### src/hw/rtl/ppmd_pkg.sv
// Package: shared types, register codes and constants of the PPM frame decoder.
`timescale 1ns / 1ps

package ppmd_pkg;

  localparam int CHANNELS  = 8;
  localparam int CH_IDX_W  = $clog2(CHANNELS);
  localparam int COUNT_W   = 4;
  localparam int VALUE_W   = 16;
  localparam int PIN_W     = 16;
  localparam int STAMP_W   = 32;
  localparam int CFG_IDX_W = 8;

  // Stick centre and the default watched pin (pin 8 mask)
  localparam logic [VALUE_W-1:0] CENTRE_VALUE       = 16'd1500;
  localparam logic [PIN_W-1:0]   WATCHED_PIN_RESET  = 16'h0100;
  localparam logic [VALUE_W-1:0] SYNC_GAP_MIN_RESET = 16'd2000;
  localparam logic [VALUE_W-1:0] PULSE_MIN_RESET    = 16'd1000;
  localparam logic [VALUE_W-1:0] PULSE_MAX_RESET    = 16'd2000;

  // Register indexes
  localparam logic [CFG_IDX_W-1:0] REG_WATCHED_PIN  = 8'd0;
  localparam logic [CFG_IDX_W-1:0] REG_SYNC_GAP_MIN = 8'd1;
  localparam logic [CFG_IDX_W-1:0] REG_PULSE_MIN    = 8'd2;
  localparam logic [CFG_IDX_W-1:0] REG_PULSE_MAX    = 8'd3;

  typedef struct packed {
    logic [PIN_W-1:0]   pin_id;
    logic [STAMP_W-1:0] edge_time;
  } in_item_t;

  typedef struct packed {
    logic               frame_done;
    logic               synced;
    logic               short_frame_flag;
    logic [VALUE_W-1:0] left_x;
    logic [VALUE_W-1:0] left_y;
    logic [VALUE_W-1:0] right_x;
    logic [VALUE_W-1:0] right_y;
    logic [VALUE_W-1:0] switch_a;
    logic [VALUE_W-1:0] switch_b;
    logic [VALUE_W-1:0] switch_c;
    logic [VALUE_W-1:0] switch_d;
  } out_item_t;

  typedef struct packed {
    logic [CFG_IDX_W-1:0] index;
    logic [VALUE_W-1:0]   value;
  } cfg_item_t;

  typedef struct packed {
    logic [PIN_W-1:0]   watched_pin;
    logic [VALUE_W-1:0] sync_gap_min;
    logic [VALUE_W-1:0] pulse_min;
    logic [VALUE_W-1:0] pulse_max;
  } cfg_t;

endpackage

### src/hw/rtl/ppmd_stream_if.sv
// Interface: valid/ready channel carrying one payload item per transfer.
`timescale 1ns / 1ps

interface ppmd_stream_if #(
  parameter type payload_t = logic
);
  logic     valid;
  logic     ready;
  payload_t data;

  modport source (output valid, output data, input ready);
  modport sink   (input valid, input data, output ready);
endinterface

### src/hw/rtl/ppmd_cfg_regs.sv
// Configuration register file of the PPM frame decoder.
`timescale 1ns / 1ps

module ppmd_cfg_regs (
  input  logic                clk,
  input  logic                rst_n,
  input  logic                wr_en,
  input  ppmd_pkg::cfg_item_t wr_item,
  output ppmd_pkg::cfg_t      cfg
);

  ppmd_pkg::cfg_t cfg_r;
  ppmd_pkg::cfg_t cfg_nxt;

  always_comb begin
    cfg_nxt = cfg_r;
    if (wr_en) begin
      unique case (wr_item.index)
        ppmd_pkg::REG_WATCHED_PIN:  cfg_nxt.watched_pin  = wr_item.value;
        ppmd_pkg::REG_SYNC_GAP_MIN: cfg_nxt.sync_gap_min = wr_item.value;
        ppmd_pkg::REG_PULSE_MIN:    cfg_nxt.pulse_min    = wr_item.value;
        ppmd_pkg::REG_PULSE_MAX:    cfg_nxt.pulse_max    = wr_item.value;
        default:                    cfg_nxt = cfg_r; // drop unknown index
      endcase
    end
  end

  always_ff @(posedge clk) begin
    if (!rst_n) begin
      cfg_r.watched_pin  <= ppmd_pkg::WATCHED_PIN_RESET;
      cfg_r.sync_gap_min <= ppmd_pkg::SYNC_GAP_MIN_RESET;
      cfg_r.pulse_min    <= ppmd_pkg::PULSE_MIN_RESET;
      cfg_r.pulse_max    <= ppmd_pkg::PULSE_MAX_RESET;
    end else begin
      cfg_r <= cfg_nxt;
    end
  end

  assign cfg = cfg_r;

endmodule

### src/hw/rtl/ppmd_decode.sv
// Decoder state and per-edge update: interval, sync tracking, channel capture, publish.
`timescale 1ns / 1ps

module ppmd_decode #(
  parameter int TIME_BITS = 32
) (
  input  logic                clk,
  input  logic                rst_n,
  input  logic                fire,
  input  ppmd_pkg::in_item_t  item,
  input  ppmd_pkg::cfg_t      cfg,
  output ppmd_pkg::out_item_t result
);

  localparam int CH = ppmd_pkg::CHANNELS;
  localparam int VW = ppmd_pkg::VALUE_W;
  localparam int CW = ppmd_pkg::COUNT_W;
  localparam int IW = ppmd_pkg::CH_IDX_W;

  logic [TIME_BITS-1:0] prev_r, prev_nxt;
  logic                 in_frame_r, in_frame_nxt;
  logic [CW-1:0]        count_r, count_nxt;
  logic                 flag_r, flag_nxt;
  logic [VW-1:0]        buf_r [CH];
  logic [VW-1:0]        pub_r [CH];
  logic [VW-1:0]        pub_nxt [CH];

  logic [TIME_BITS-1:0] now;
  logic [TIME_BITS-1:0] delta;
  logic [CW-1:0]        count_inc;
  logic [IW-1:0]        wr_idx;
  logic                 match, gap, in_window;
  logic                 buf_we, publish;

  assign now       = TIME_BITS'(item.edge_time);
  assign delta     = now - prev_r;
  assign match     = (item.pin_id == cfg.watched_pin);
  assign gap       = (delta >= TIME_BITS'(cfg.sync_gap_min));
  assign in_window = (delta >= TIME_BITS'(cfg.pulse_min)) &&
                     (delta <= TIME_BITS'(cfg.pulse_max));
  assign count_inc = count_r + CW'(1);
  assign wr_idx    = count_r[IW-1:0];

  always_comb begin
    prev_nxt     = prev_r;
    in_frame_nxt = in_frame_r;
    count_nxt    = count_r;
    flag_nxt     = flag_r;
    buf_we       = 1'b0;
    publish      = 1'b0;
    if (fire && match) begin
      prev_nxt = now;
      if (in_frame_r) begin
        priority if (gap) begin
          count_nxt = '0;
          flag_nxt  = 1'b1;
        end else if (in_window) begin
          buf_we    = 1'b1;
          count_nxt = count_inc;
          if (count_inc >= CW'(CH)) begin
            publish      = 1'b1;
            in_frame_nxt = 1'b0;
            count_nxt    = '0;
          end
        end else begin
          in_frame_nxt = 1'b0;
          count_nxt    = '0;
        end
      end else if (gap) begin
        in_frame_nxt = 1'b1;
        count_nxt    = '0;
        flag_nxt     = 1'b0;
      end
    end
  end

  // Published set takes the buffer with this edge's channel merged in
  always_comb begin
    for (int i = 0; i < CH; i++) begin
      if (publish) begin
        pub_nxt[i] = (IW'(i) == wr_idx) ? delta[VW-1:0] : buf_r[i];
      end else begin
        pub_nxt[i] = pub_r[i];
      end
    end
  end

  always_ff @(posedge clk) begin
    if (!rst_n) begin
      prev_r     <= '0;
      in_frame_r <= 1'b0;
      count_r    <= '0;
      flag_r     <= 1'b0;
      for (int i = 0; i < CH; i++) begin
        pub_r[i] <= ppmd_pkg::CENTRE_VALUE;
      end
    end else begin
      prev_r     <= prev_nxt;
      in_frame_r <= in_frame_nxt;
      count_r    <= count_nxt;
      flag_r     <= flag_nxt;
      for (int i = 0; i < CH; i++) begin
        pub_r[i] <= pub_nxt[i];
      end
    end
  end

  always_ff @(posedge clk) begin
    if (buf_we) begin
      buf_r[wr_idx] <= delta[VW-1:0];
    end
  end

  always_comb begin
    result.frame_done       = publish;
    result.synced           = in_frame_nxt;
    result.short_frame_flag = flag_nxt;
    result.left_x           = pub_nxt[0];
    result.left_y           = pub_nxt[1];
    result.right_x          = pub_nxt[3];
    result.right_y          = pub_nxt[2];
    result.switch_a         = pub_nxt[4];
    result.switch_b         = pub_nxt[5];
    result.switch_c         = pub_nxt[6];
    result.switch_d         = pub_nxt[7];
  end

endmodule

### src/hw/rtl/ppm_frame_decoder.sv
// Top level of the PPM frame decoder: input register, decoder, result register.
`timescale 1ns / 1ps

// PPM frame decoder. Each input transfer is one edge event (pin mask and a
// free-running microsecond timestamp); every edge, watched or not, yields
// exactly one result transfer in order. Throughput is one edge per clock
// while the output is not stalled: the interval subtract, the threshold
// compares and the channel capture all sit between the input register and
// the result register, so each edge is held in the input register and its
// result is then registered in the result register before it is offered.
// A stalled result holds in the result register while one further edge waits
// in the input register; ready falls only when both are full. Published
// channels come up at 1500 us (stick centre) after reset with no clearing
// pass. Write configuration only while the block is idle.

module ppm_frame_decoder #(
  parameter int TIME_BITS = 32
) (
  input  logic          clk,
  input  logic          rst_n,
  ppmd_stream_if.sink   in_ch,
  ppmd_stream_if.source out_ch,
  ppmd_stream_if.sink   cfg_ch
);

  ppmd_pkg::cfg_t      cfg;
  ppmd_pkg::out_item_t result;

  // Input register stage
  logic                s1_valid_r, s1_valid_nxt;
  ppmd_pkg::in_item_t  s1_item_r;

  // Result register stage
  logic                out_valid_r, out_valid_nxt;
  ppmd_pkg::out_item_t out_item_r;

  logic in_xfer, s1_adv, fire;

  // Configuration writes are always taken
  assign cfg_ch.ready = 1'b1;

  ppmd_cfg_regs u_cfg (
    .clk     (clk),
    .rst_n   (rst_n),
    .wr_en   (cfg_ch.valid),
    .wr_item (cfg_ch.data),
    .cfg     (cfg)
  );

  // Advance the input stage whenever the result register is empty or draining
  assign s1_adv      = !out_valid_r || out_ch.ready;
  assign fire        = s1_valid_r && s1_adv;
  assign in_ch.ready = !s1_valid_r || s1_adv;
  assign in_xfer     = in_ch.valid && in_ch.ready;

  ppmd_decode #(
    .TIME_BITS (TIME_BITS)
  ) u_decode (
    .clk    (clk),
    .rst_n  (rst_n),
    .fire   (fire),
    .item   (s1_item_r),
    .cfg    (cfg),
    .result (result)
  );

  always_comb begin
    s1_valid_nxt = s1_valid_r;
    if (in_xfer) begin
      s1_valid_nxt = 1'b1;
    end else if (fire) begin
      s1_valid_nxt = 1'b0;
    end
  end

  always_comb begin
    out_valid_nxt = out_valid_r;
    if (fire) begin
      out_valid_nxt = 1'b1;
    end else if (out_ch.ready) begin
      out_valid_nxt = 1'b0;
    end
  end

  always_ff @(posedge clk) begin
    if (!rst_n) begin
      s1_valid_r  <= 1'b0;
      out_valid_r <= 1'b0;
    end else begin
      s1_valid_r  <= s1_valid_nxt;
      out_valid_r <= out_valid_nxt;
    end
  end

  // Payload registers: load on transfer, hold otherwise
  always_ff @(posedge clk) begin
    if (in_xfer) begin
      s1_item_r <= in_ch.data;
    end
    if (fire) begin
      out_item_r <= result;
    end
  end

  assign out_ch.valid = out_valid_r;
  assign out_ch.data  = out_item_r;

endmodule

### src/flat_wrapper.sv
// flat-port wrapper written by rule: the top's interface ports become plain ports
module ppm_frame_decoder_flat 
#(
  parameter int TIME_BITS = 32
)
  (clk, rst_n, in_ch_valid, in_ch_data, in_ch_ready, out_ch_valid, out_ch_data, out_ch_ready, cfg_ch_valid, cfg_ch_data, cfg_ch_ready);
  ppmd_stream_if #(.payload_t(ppmd_pkg::in_item_t)) in_ch_i ();
  ppmd_stream_if #(.payload_t(ppmd_pkg::out_item_t)) out_ch_i ();
  ppmd_stream_if #(.payload_t(ppmd_pkg::cfg_item_t)) cfg_ch_i ();
  input  logic clk;
  input  logic rst_n;
  input wire logic [$bits(in_ch_i.valid)-1:0] in_ch_valid;
  input wire logic [$bits(in_ch_i.data)-1:0] in_ch_data;
  output wire logic [$bits(in_ch_i.ready)-1:0] in_ch_ready;
  output wire logic [$bits(out_ch_i.valid)-1:0] out_ch_valid;
  output wire logic [$bits(out_ch_i.data)-1:0] out_ch_data;
  input wire logic [$bits(out_ch_i.ready)-1:0] out_ch_ready;
  input wire logic [$bits(cfg_ch_i.valid)-1:0] cfg_ch_valid;
  input wire logic [$bits(cfg_ch_i.data)-1:0] cfg_ch_data;
  output wire logic [$bits(cfg_ch_i.ready)-1:0] cfg_ch_ready;
  assign in_ch_i.valid = in_ch_valid;
  assign in_ch_i.data = in_ch_data;
  assign in_ch_ready = in_ch_i.ready;
  assign out_ch_valid = out_ch_i.valid;
  assign out_ch_data = out_ch_i.data;
  assign out_ch_i.ready = out_ch_ready;
  assign cfg_ch_i.valid = cfg_ch_valid;
  assign cfg_ch_i.data = cfg_ch_data;
  assign cfg_ch_ready = cfg_ch_i.ready;
  ppm_frame_decoder #(.TIME_BITS(TIME_BITS)) u_core (.clk(clk), .rst_n(rst_n), .in_ch(in_ch_i), .out_ch(out_ch_i), .cfg_ch(cfg_ch_i));
endmodule
### config.mk
export PLATFORM = sky130hd
export DESIGN_NAME = ppm_frame_decoder_flat
export DESIGN_NICKNAME = d
export VERILOG_FILES = /design/src/hw/rtl/ppmd_pkg.sv /design/src/hw/rtl/ppmd_stream_if.sv /design/src/hw/rtl/ppmd_cfg_regs.sv /design/src/hw/rtl/ppmd_decode.sv /design/src/hw/rtl/ppm_frame_decoder.sv /design/src/flat_wrapper.sv
export SDC_FILE = /design/constraint.sdc
export NUM_CORES = 1
export LEC_CHECK = 0
export ABC_AREA = 1
export BUFFER_PORTS_ARGS = -buffer_cell sky130_fd_sc_hd__buf_2
export CAP_MARGIN = 10
export CORE_ASPECT_RATIO = 1.75
export CORE_MARGIN = 4
export CORE_UTILIZATION = 50
export DETAILED_ROUTE_END_ITERATION = 10
export PLACE_DENSITY = 0.72
export SETUP_SLACK_MARGIN = 0.02
export SKIP_LAST_GASP = 1
export SLEW_MARGIN = 20
export SYNTH_ARGS = -nofsm -noshare
export SYNTH_HDL_FRONTEND = slang
export SYNTH_SLANG_ARGS = --single-unit
### constraint.sdc
create_clock -name clk -period 10.2 [get_ports clk]
set_clock_uncertainty 0.15 [all_clocks]
set_input_delay 0.51 -clock clk [delete_from_list [all_inputs] [get_ports clk]]
set_output_delay 0.51 -clock clk [all_outputs]
set_load 0.1 [all_outputs]
After elaboration in Yosys (flattened, before gate mapping):

Memories as Yosys holds them, arrays and structs flattened.
Index checks and enable logic that the tools add are counted.

* memories: 2
* output and inout port bits: 134
* input bits: 77
* logic and storage cells: 124
* bits in registers: 283
* bits in writable memories: 256

Memory list
* u_core.u_decode.buf_r: words 8, width 16, read ports 8, clocked after Yosys merged registers in 0, write ports 1, RTL line ppmd_decode.sv:24 `logic [VW-1:0] buf_r [CH];`
* u_core.u_decode.pub_r: words 8, width 16, read ports 8, clocked after Yosys merged registers in 0, write ports 8, RTL line ppmd_decode.sv:25 `logic [VW-1:0] pub_r [CH];`

* bitwise operators: 8
* add/sub/neg operators: 2
* eq/ne operators: 11
* order comparisons: 4
* multiplexer cells: 56
* reduce and logical (&&, ||, !) cells: 18

Operators with widths (number)
* 16-bit 2-to-1 mux: 24
* 32-bit by 16-bit >= comparator with 1-bit output: 2
* 32-bit by 16-bit less-or-equal comparator with 1-bit output: 1
* 32-bit subtractor: 1
* 1-bit 2-to-1 mux: 27
* 4-bit 2-to-1 mux: 5
* 16-bit equality test: 1
* 8-bit by 2-bit equality test with 1-bit output (second input constant): 2
* 3-bit equality test (first input constant): 4
* 2-bit AND reduction: 5
* 8-bit by 1-bit equality test with 1-bit output (second input constant): 1
* 8-bit zero test: 1
* 1-bit bitwise OR: 8
* 2-bit by 3-bit equality test with 1-bit output (first input constant): 2
* 2-bit nonzero test: 3
* 4-bit by 1-bit adder with 4-bit output (second input constant): 1
* 4-bit >= comparator (second input constant): 1
* 1-bit logical AND: 4
* 1-bit by 3-bit equality test with 1-bit output (first input constant): 1
* 3-bit zero test: 1
* 1-bit zero test: 2
* 1-bit logical OR: 2

Longest topological paths before layout:

* depth in word-level cells: 9
* mapped depth: 29
* gate-level depth less buffers: 27

Hierarchy:

From an unflattened synthesis, not the netlist that was laid out.

* cell total of the unflattened synthesis: 2737
* area, all modules: 24290.8 um2

Modules (own cells, without submodules)
* ppmd_decode: sequential area each 7166.9 um2, area each 16191.8 um2, instances 1, cells each 2181
* ppm_frame_decoder: sequential area each 5415.2 um2, area each 5481.5 um2, instances 1, cells each 194
* ppmd_cfg_regs: sequential area each 1281.2 um2, area each 2617.5 um2, instances 1, cells each 362

Worst setup path before layout:

Ideal clock, no wire load.

* path type: flip-flop to flip-flop
* start point: reg u_core.out_valid_r, in the netlist u_core.out_ch.valid
* end point: mem u_core.u_decode.buf_r[5][0] in the netlist's numbering, enable pin
* setup slack: -0.202 ns
* arrival: 9.842 ns
* buffers on the path: 1
* data required time: 9.641 ns
* setup time: 0.409 ns
* clock period less this slack: 10.402 ns
* stages on the path, launching flop included: 10
* cells stage by stage: dfxtp_1 > a21oi_1 > nand3_1 > nor4_1 > nand4_1 > nand3b_1 > nor2_2 > buf_2 > nand2_1 > nor3_1

* longest elaborated chain between the ends: 7

Ends and longest elaborated chain
* start, declared: RTL line ppm_frame_decoder.sv:34 `logic out_valid_r, out_valid_nxt;`
* start signal, assigned: RTL line ppm_frame_decoder.sv:91 `out_valid_r <= out_valid_nxt;`
* 1-bit zero test: RTL line ppm_frame_decoder.sv:51 `assign s1_adv = !out_valid_r || out_ch.ready;`
* 1-bit logical OR: RTL line ppm_frame_decoder.sv:51
* 1-bit logical AND: RTL line ppm_frame_decoder.sv:52 `assign fire = s1_valid_r && s1_adv;`
* net u_core.fire: RTL line ppm_frame_decoder.sv:37 `logic in_xfer, s1_adv, fire;`
* 1-bit logical AND: RTL line ppmd_decode.sv:51 `if (fire && match) begin`
* 1-bit 2-to-1 mux: RTL line ppmd_decode.sv:51
* 1-bit 2-to-1 mux: RTL line ppmd_decode.sv:109 `if (buf_we) begin`
* 1-bit 2-to-1 mux (implied by the code): RTL line ppmd_decode.sv:110 `buf_r[wr_idx] <= delta[VW-1:0];`
* end, declared: RTL line ppmd_decode.sv:24

The timed path passes the listed nets, and every way through them passes these cells.

Worst setup path in the final report:

* start point: reg u_core.s1_item_r[0] in the netlist's numbering
* end point: mem u_core.u_decode.buf_r[4][9] in the netlist's numbering, enable pin

* longest elaborated chain between the ends: 9
* elaborated cells on any way between the ends: 11
* classes of those cells: add/sub: 1; order compare: 3; mux: 6; reduce/logical: 1

Ends and longest elaborated chain
* start, declared: RTL line ppm_frame_decoder.sv:31 `ppmd_pkg::in_item_t s1_item_r;`
* start signal, assigned: RTL line ppm_frame_decoder.sv:98 `s1_item_r <= in_ch.data;`
* 32-bit subtractor *: RTL line ppmd_decode.sv:36 `assign delta = now - prev_r;`
* net u_core.u_decode.delta[8]: RTL line ppmd_decode.sv:29 `logic [TIME_BITS-1:0] delta;`
* 32-bit by 16-bit >= comparator with 1-bit output / 32-bit by 16-bit less-or-equal comparator with 1-bit output (equally long branches): RTL line ppmd_decode.sv:39, ppmd_decode.sv:40
* 1-bit logical AND: RTL line ppmd_decode.sv:39 `assign in_window = (delta >= TIME_BITS'(cfg.pulse_min)) &&`
* 1-bit 2-to-1 mux: RTL line ppmd_decode.sv:57 `end else if (in_window) begin`
* 1-bit 2-to-1 mux *: RTL line ppmd_decode.sv:54 `priority if (gap) begin`
* 1-bit 2-to-1 mux *: RTL line ppmd_decode.sv:53 `if (in_frame_r) begin`
* 1-bit 2-to-1 mux *: RTL line ppmd_decode.sv:51
* 1-bit 2-to-1 mux *: RTL line ppmd_decode.sv:109
* 1-bit 2-to-1 mux (implied by the code) *: RTL line ppmd_decode.sv:110

Mark *: on every way through the listed nets, which the timed path passes. The rest lies on a longest branch.

==> metrics.log <==
[metrics] register cell area after layout: 0.0139 mm2
[metrics] register-to-register setup slack: a little under 5 ns
[metrics] overall die width: 172 um
[metrics] y dimension of the die: roughly 300 um
[metrics] Via Count: 17900
[metrics] final routed wire length divided by cell count: 17.6 um
[metrics] cell area power density: approximately 170 mW/mm2
[metrics] TritonCTS buffer count: 47
[metrics] final setup TNS: 0 ns
[metrics] clock tree from TritonCTS: done
[metrics] net count after synthesis: 2735
[metrics] mean post-synth cell area: slightly above 9 um2
[metrics] crit-path max FO: 61
[metrics] number of global-route vias before repair: 17800
[metrics] sequential fraction of the synthesis area: 59.0%
[metrics] CP endpoint: u_core.u_decode.buf_r[4][9]
[metrics] clock tree root driver cell: sky130_fd_sc_hd__clkbuf_16
[metrics] die footprint: 0.0506 mm2
[metrics] Max Root-Sink Buffers: 3
[metrics] drt drc: 0
[metrics] number of gates resized after CTS: 0
[metrics] relative slew slack: 31.8%
[metrics] Final ANT Viol Nets: 0
[metrics] layout cell share with drive strength beyond 1: between 10% and 20%
[metrics] clock sinks: 539
[metrics] number of antenna violations at the first check in global routing: 1
[metrics] worst min-delay path category: input pin to flip-flop
[metrics] total wire length after detailed routing: roughly 60 mm
[metrics] number of fillers in the final layout: about 4000
[metrics] clock input transition at the sequential cells of the worst setup and hold paths: about 0.060 ns
[metrics] synthesized cell area: 0.0235 mm2
[metrics] startpoint class of the critical path: flip-flop
[metrics] number of violations of the max-capacitance limit: 0
[metrics] outcome: completed
[metrics] worst reg2reg path endpoint: u_core.u_decode.buf_r[4][9]
[metrics] Std-Cell Rows: around 100
[metrics] pin count of the biggest net entering global routing: 83
[metrics] count of warnings emitted by yosys: 0
[metrics] type of the worst setup path: flip-flop to flip-flop
[metrics] Skew-Pair Late Insertion Delay: roughly 0.58 ns
[metrics] data arrival time of the worst path: 5.44 ns
[metrics] count of different cell masters after synthesis: 36
[metrics] source of the critical timing path: u_core.s1_item_r[0]
[metrics] fmax: ~190 MHz
[metrics] weighted congestion reported at the end of routability-driven placement: ~0.92
[metrics] per-cell via count in the routed design: between 5 and 6
[metrics] global-route wire length before repair: 93.0 mm
[metrics] max-slew violation total from the final report: 0
[metrics] Critical R2R Launch: u_core.s1_item_r[0]
[metrics] leak pwr: 11.8 nW
[metrics] number of standard cells after synthesis: between 2000 and 3000
[metrics] number of top-level pins: 211
[metrics] post-layout net count: slightly below 3000
[metrics] data required time of the critical path: around 10 ns
[metrics] Setup-failing EPs final: 0
[metrics] final count of hold timing violations: 0
[metrics] worst vdd ir: 130 uV
[metrics] # port buffers: roughly 210
[metrics] aggregate global-route resource usage: between 20% and 30%
[metrics] length of the first detailed-routing pass in iterations: 5
[metrics] hold slack: ~0.013 ns
[metrics] endpoint type of the worst setup path: flip-flop
[metrics] total of flip-flops plus latches after synthesis: 539
[metrics] detailed placement HPWL: 43.3 mm
[metrics] number of design-rule violations left by the first detailed-router iteration: 1251
[metrics] GRT Residual Overflow: 0
[metrics] Syn-to-layout area delta: 16.2%
[metrics] final period utilization: 52.8%
[metrics] Core Area: 0.0462 mm2
[metrics] effective utilization at floorplan: 50.8%
[metrics] Slew @ Worst Pin: 1.02 ns
[metrics] total area of multi-input combinational cells: 0.00817 mm2
[metrics] number of H-tree branching levels: 2
[metrics] min cycle time layout: 5.39 ns
[metrics] setup repair after global routing missed its margin: false
[metrics] Reg2Reg Depth: 26
==> layout by cell type, fill, tap and decap left out, drive strengths merged <==
cell type    count
a211oi           4
a21oi          175
and2             3
buf            239
bufinv           9
clkbuf          60
clkinv          16
clkinvlp         3
conb             1
dfxtp          232
diode            1
dlygate4sd3     46
edfxtp         307
fa               1
ha              85
inv            274
nand2          748
nand3          236
nand3b           3
nand4           14
nor2            97
nor3            11
nor3b            3
nor4             3
nor4b            1
o211ai          20
o21ai          210
o21bai           1
or2              9
or4              1
xnor2            6
xor2            18
==> how the worst min path moves through the flow <==
stage / start / end / slack (ns) / depth (start not counted)
3_3_place_gp: u_core.u_decode.pub_r[0][4] / u_core.u_decode.pub_r[0][4] / 0.28 / 2
2_1_floorplan: u_core.u_decode.pub_r[0][10] / u_core.u_decode.pub_r[0][10] / 0.27 / 2
3_5_place_dp: u_core.u_decode.pub_r[0][40] / u_core.u_decode.pub_r[0][40] / 0.29 / 2
5_1_grt: in_ch_data[3] / u_core.s1_item_r[3] / 0.005 / 1
6_report: in_ch_data[3] / u_core.s1_item_r[3] / 0.01 / 1
4_1_cts: in_ch_data[3] / u_core.s1_item_r[3] / 0.0004 / 1
==> timing repair <==
| action | 4_1_cts | 5_1_grt |
|---|---|---|
| hold endpoints to repair | 45 | 1 |
| buffers inserted | 0 | 0 |
| hold buffers | 45 | 1 |
==> critical path, cell delays in order (launching register included) <==
cell and delay [ns]:
sky130_fd_sc_hd__edfxtp_1 0.37, sky130_fd_sc_hd__inv_1 0.08, sky130_fd_sc_hd__ha_1 0.14, sky130_fd_sc_hd__inv_1 0.09, sky130_fd_sc_hd__fa_1 0.43, sky130_fd_sc_hd__nand2_1 0.08
sky130_fd_sc_hd__inv_1 0.05, sky130_fd_sc_hd__nand2_1 0.07, sky130_fd_sc_hd__nand2_2 0.08, sky130_fd_sc_hd__nand2_1 0.06, sky130_fd_sc_hd__nand2_1 0.16, sky130_fd_sc_hd__xor2_1 0.46
sky130_fd_sc_hd__buf_4 0.30, sky130_fd_sc_hd__ha_1 0.18, sky130_fd_sc_hd__a21oi_1 0.06, sky130_fd_sc_hd__nor2_1 0.09, sky130_fd_sc_hd__a211oi_1 0.05, sky130_fd_sc_hd__nand2_1 0.08
sky130_fd_sc_hd__nand2_1 0.05, sky130_fd_sc_hd__nand2_1 0.06, sky130_fd_sc_hd__nand2_1 0.09, sky130_fd_sc_hd__inv_1 0.07, sky130_fd_sc_hd__nand3_1 0.12, sky130_fd_sc_hd__nor2_4 0.09
sky130_fd_sc_hd__buf_4 0.48, sky130_fd_sc_hd__nand2_1 0.36, sky130_fd_sc_hd__nor3_4 0.70
==> state kept, by name, summed over array words and instances (netlist names) <==
register / cells
u_core.u_decode.flag_r: 1
u_core.out_ch.data: 131
u_core.out_ch.valid: 1
u_core.s1_item_r: 48
u_core.u_decode.count_r: 4
u_core.u_decode.in_frame_r: 1
u_core.u_cfg.cfg: 64
u_core.u_decode.buf_r: 128
u_core.s1_valid_r: 1
u_core.u_decode.prev_r: 32
u_core.u_decode.pub_r: 128
==> through the flow <==
| stage | util, % | area (um2) | setup WS (ns) | total power, W | std cells |
|---|---|---|---|---|---|
| 6_report | 59.1 | 27300 | 4.81 | 0.00473 | 3420 |
| 5_1_grt | 59.1 | 27300 | 4.45 | 0.00489 | 3420 |
| 4_1_cts | 59.0 | 27300 | 4.57 | 0.00476 | 3418 |
| 3_5_place_dp | 54.2 | 25000 | 4.59 | 0.00278 | 3285 |
| 3_3_place_gp | 54.2 | 25000 | 4.68 | 0.00277 | 3285 |
| 2_1_floorplan | - | 23500 | 2.78 | 0.00265 | 2572 |
==> where the power goes <==
group / internal, W / switching (W)
clock network: 0.00117 / 0.000814
registers: 0.00233 / 0.00000903
logic: 0.000104 / 0.000304
total: 0.00361 / 0.00113
==> synthesized netlist by cell type (all sizes together) <==
| cell | count | area [um2] |
|---|---|---|
| nor2 | 97 | 379 |
| a211oi | 4 | 30.0 |
| nor4 | 3 | 18.8 |
| dfxtp | 232 | 4640 |
| xor2 | 18 | 158 |
| o211ai | 20 | 150 |
| nor3 | 11 | 55.1 |
| clkinv | 2 | 7.51 |
| a21oi | 175 | 876 |
| nand4 | 14 | 87.6 |
| nor3b | 3 | 22.5 |
| o21ai | 210 | 1050 |
| edfxtp | 307 | 9220 |
| clkbuf | 76 | 285 |
| fa | 1 | 20.0 |
| or4 | 1 | 7.51 |
| nand2 | 748 | 2820 |
| nor4b | 1 | 8.76 |
| o21bai | 1 | 7.51 |
| and2 | 3 | 18.8 |
| inv | 272 | 1020 |
| nand3 | 236 | 1190 |
| xnor2 | 6 | 52.6 |
| nand3b | 3 | 22.5 |
| or2 | 9 | 56.3 |
| conb | 1 | 3.75 |
| ha | 85 | 1060 |
| buf | 33 | 218 |
==> routing by layer <==
| metal | track usage [%] | wire length (um) | vias to the layer above |
|---|---|---|---|
| met5 | 0 | 0 | - |
| met4 | 10.5 | 2830 | 0 |
| met3 | 2.83 | 2680 | 149 |
| met2 | 45.5 | 33100 | 505 |
| met1 | 24.4 | 21400 | 8219 |
| li1 | - | - | 8980 |
==> cells by family (layout without fill, tap and decap cells) <==
| family | after synthesis | count (layout) | share of synthesized area [%] |
|---|---|---|---|
| simple gates | 1129 | 1129 | 19.9 |
| flops | 539 | 539 | 59.0 |
| compound gates | 410 | 410 | 9.00 |
| buf+inv | 383 | 647 | 6.52 |
| fa+ha+maj | 86 | 86 | 4.61 |
| xor+xnor | 24 | 24 | 0.895 |
| other cells | 1 | 2 | 0.0160 |
==> area by class of cell <==
| type | count | area share (%) |
|---|---|---|
| clock inverters | 28 | 1.58 |
| inverters | 274 | 3.77 |
| repair buffers | 285 | 6.35 |
| diodes | 1 | 0.00917 |
| well taps | 583 | 2.67 |
| multi-input cells | 1650 | 29.9 |
| clock buffers | 60 | 4.91 |
| flip-flops and latches | 539 | 50.8 |
Note: power is estimated with default switching activity, not from simulation.
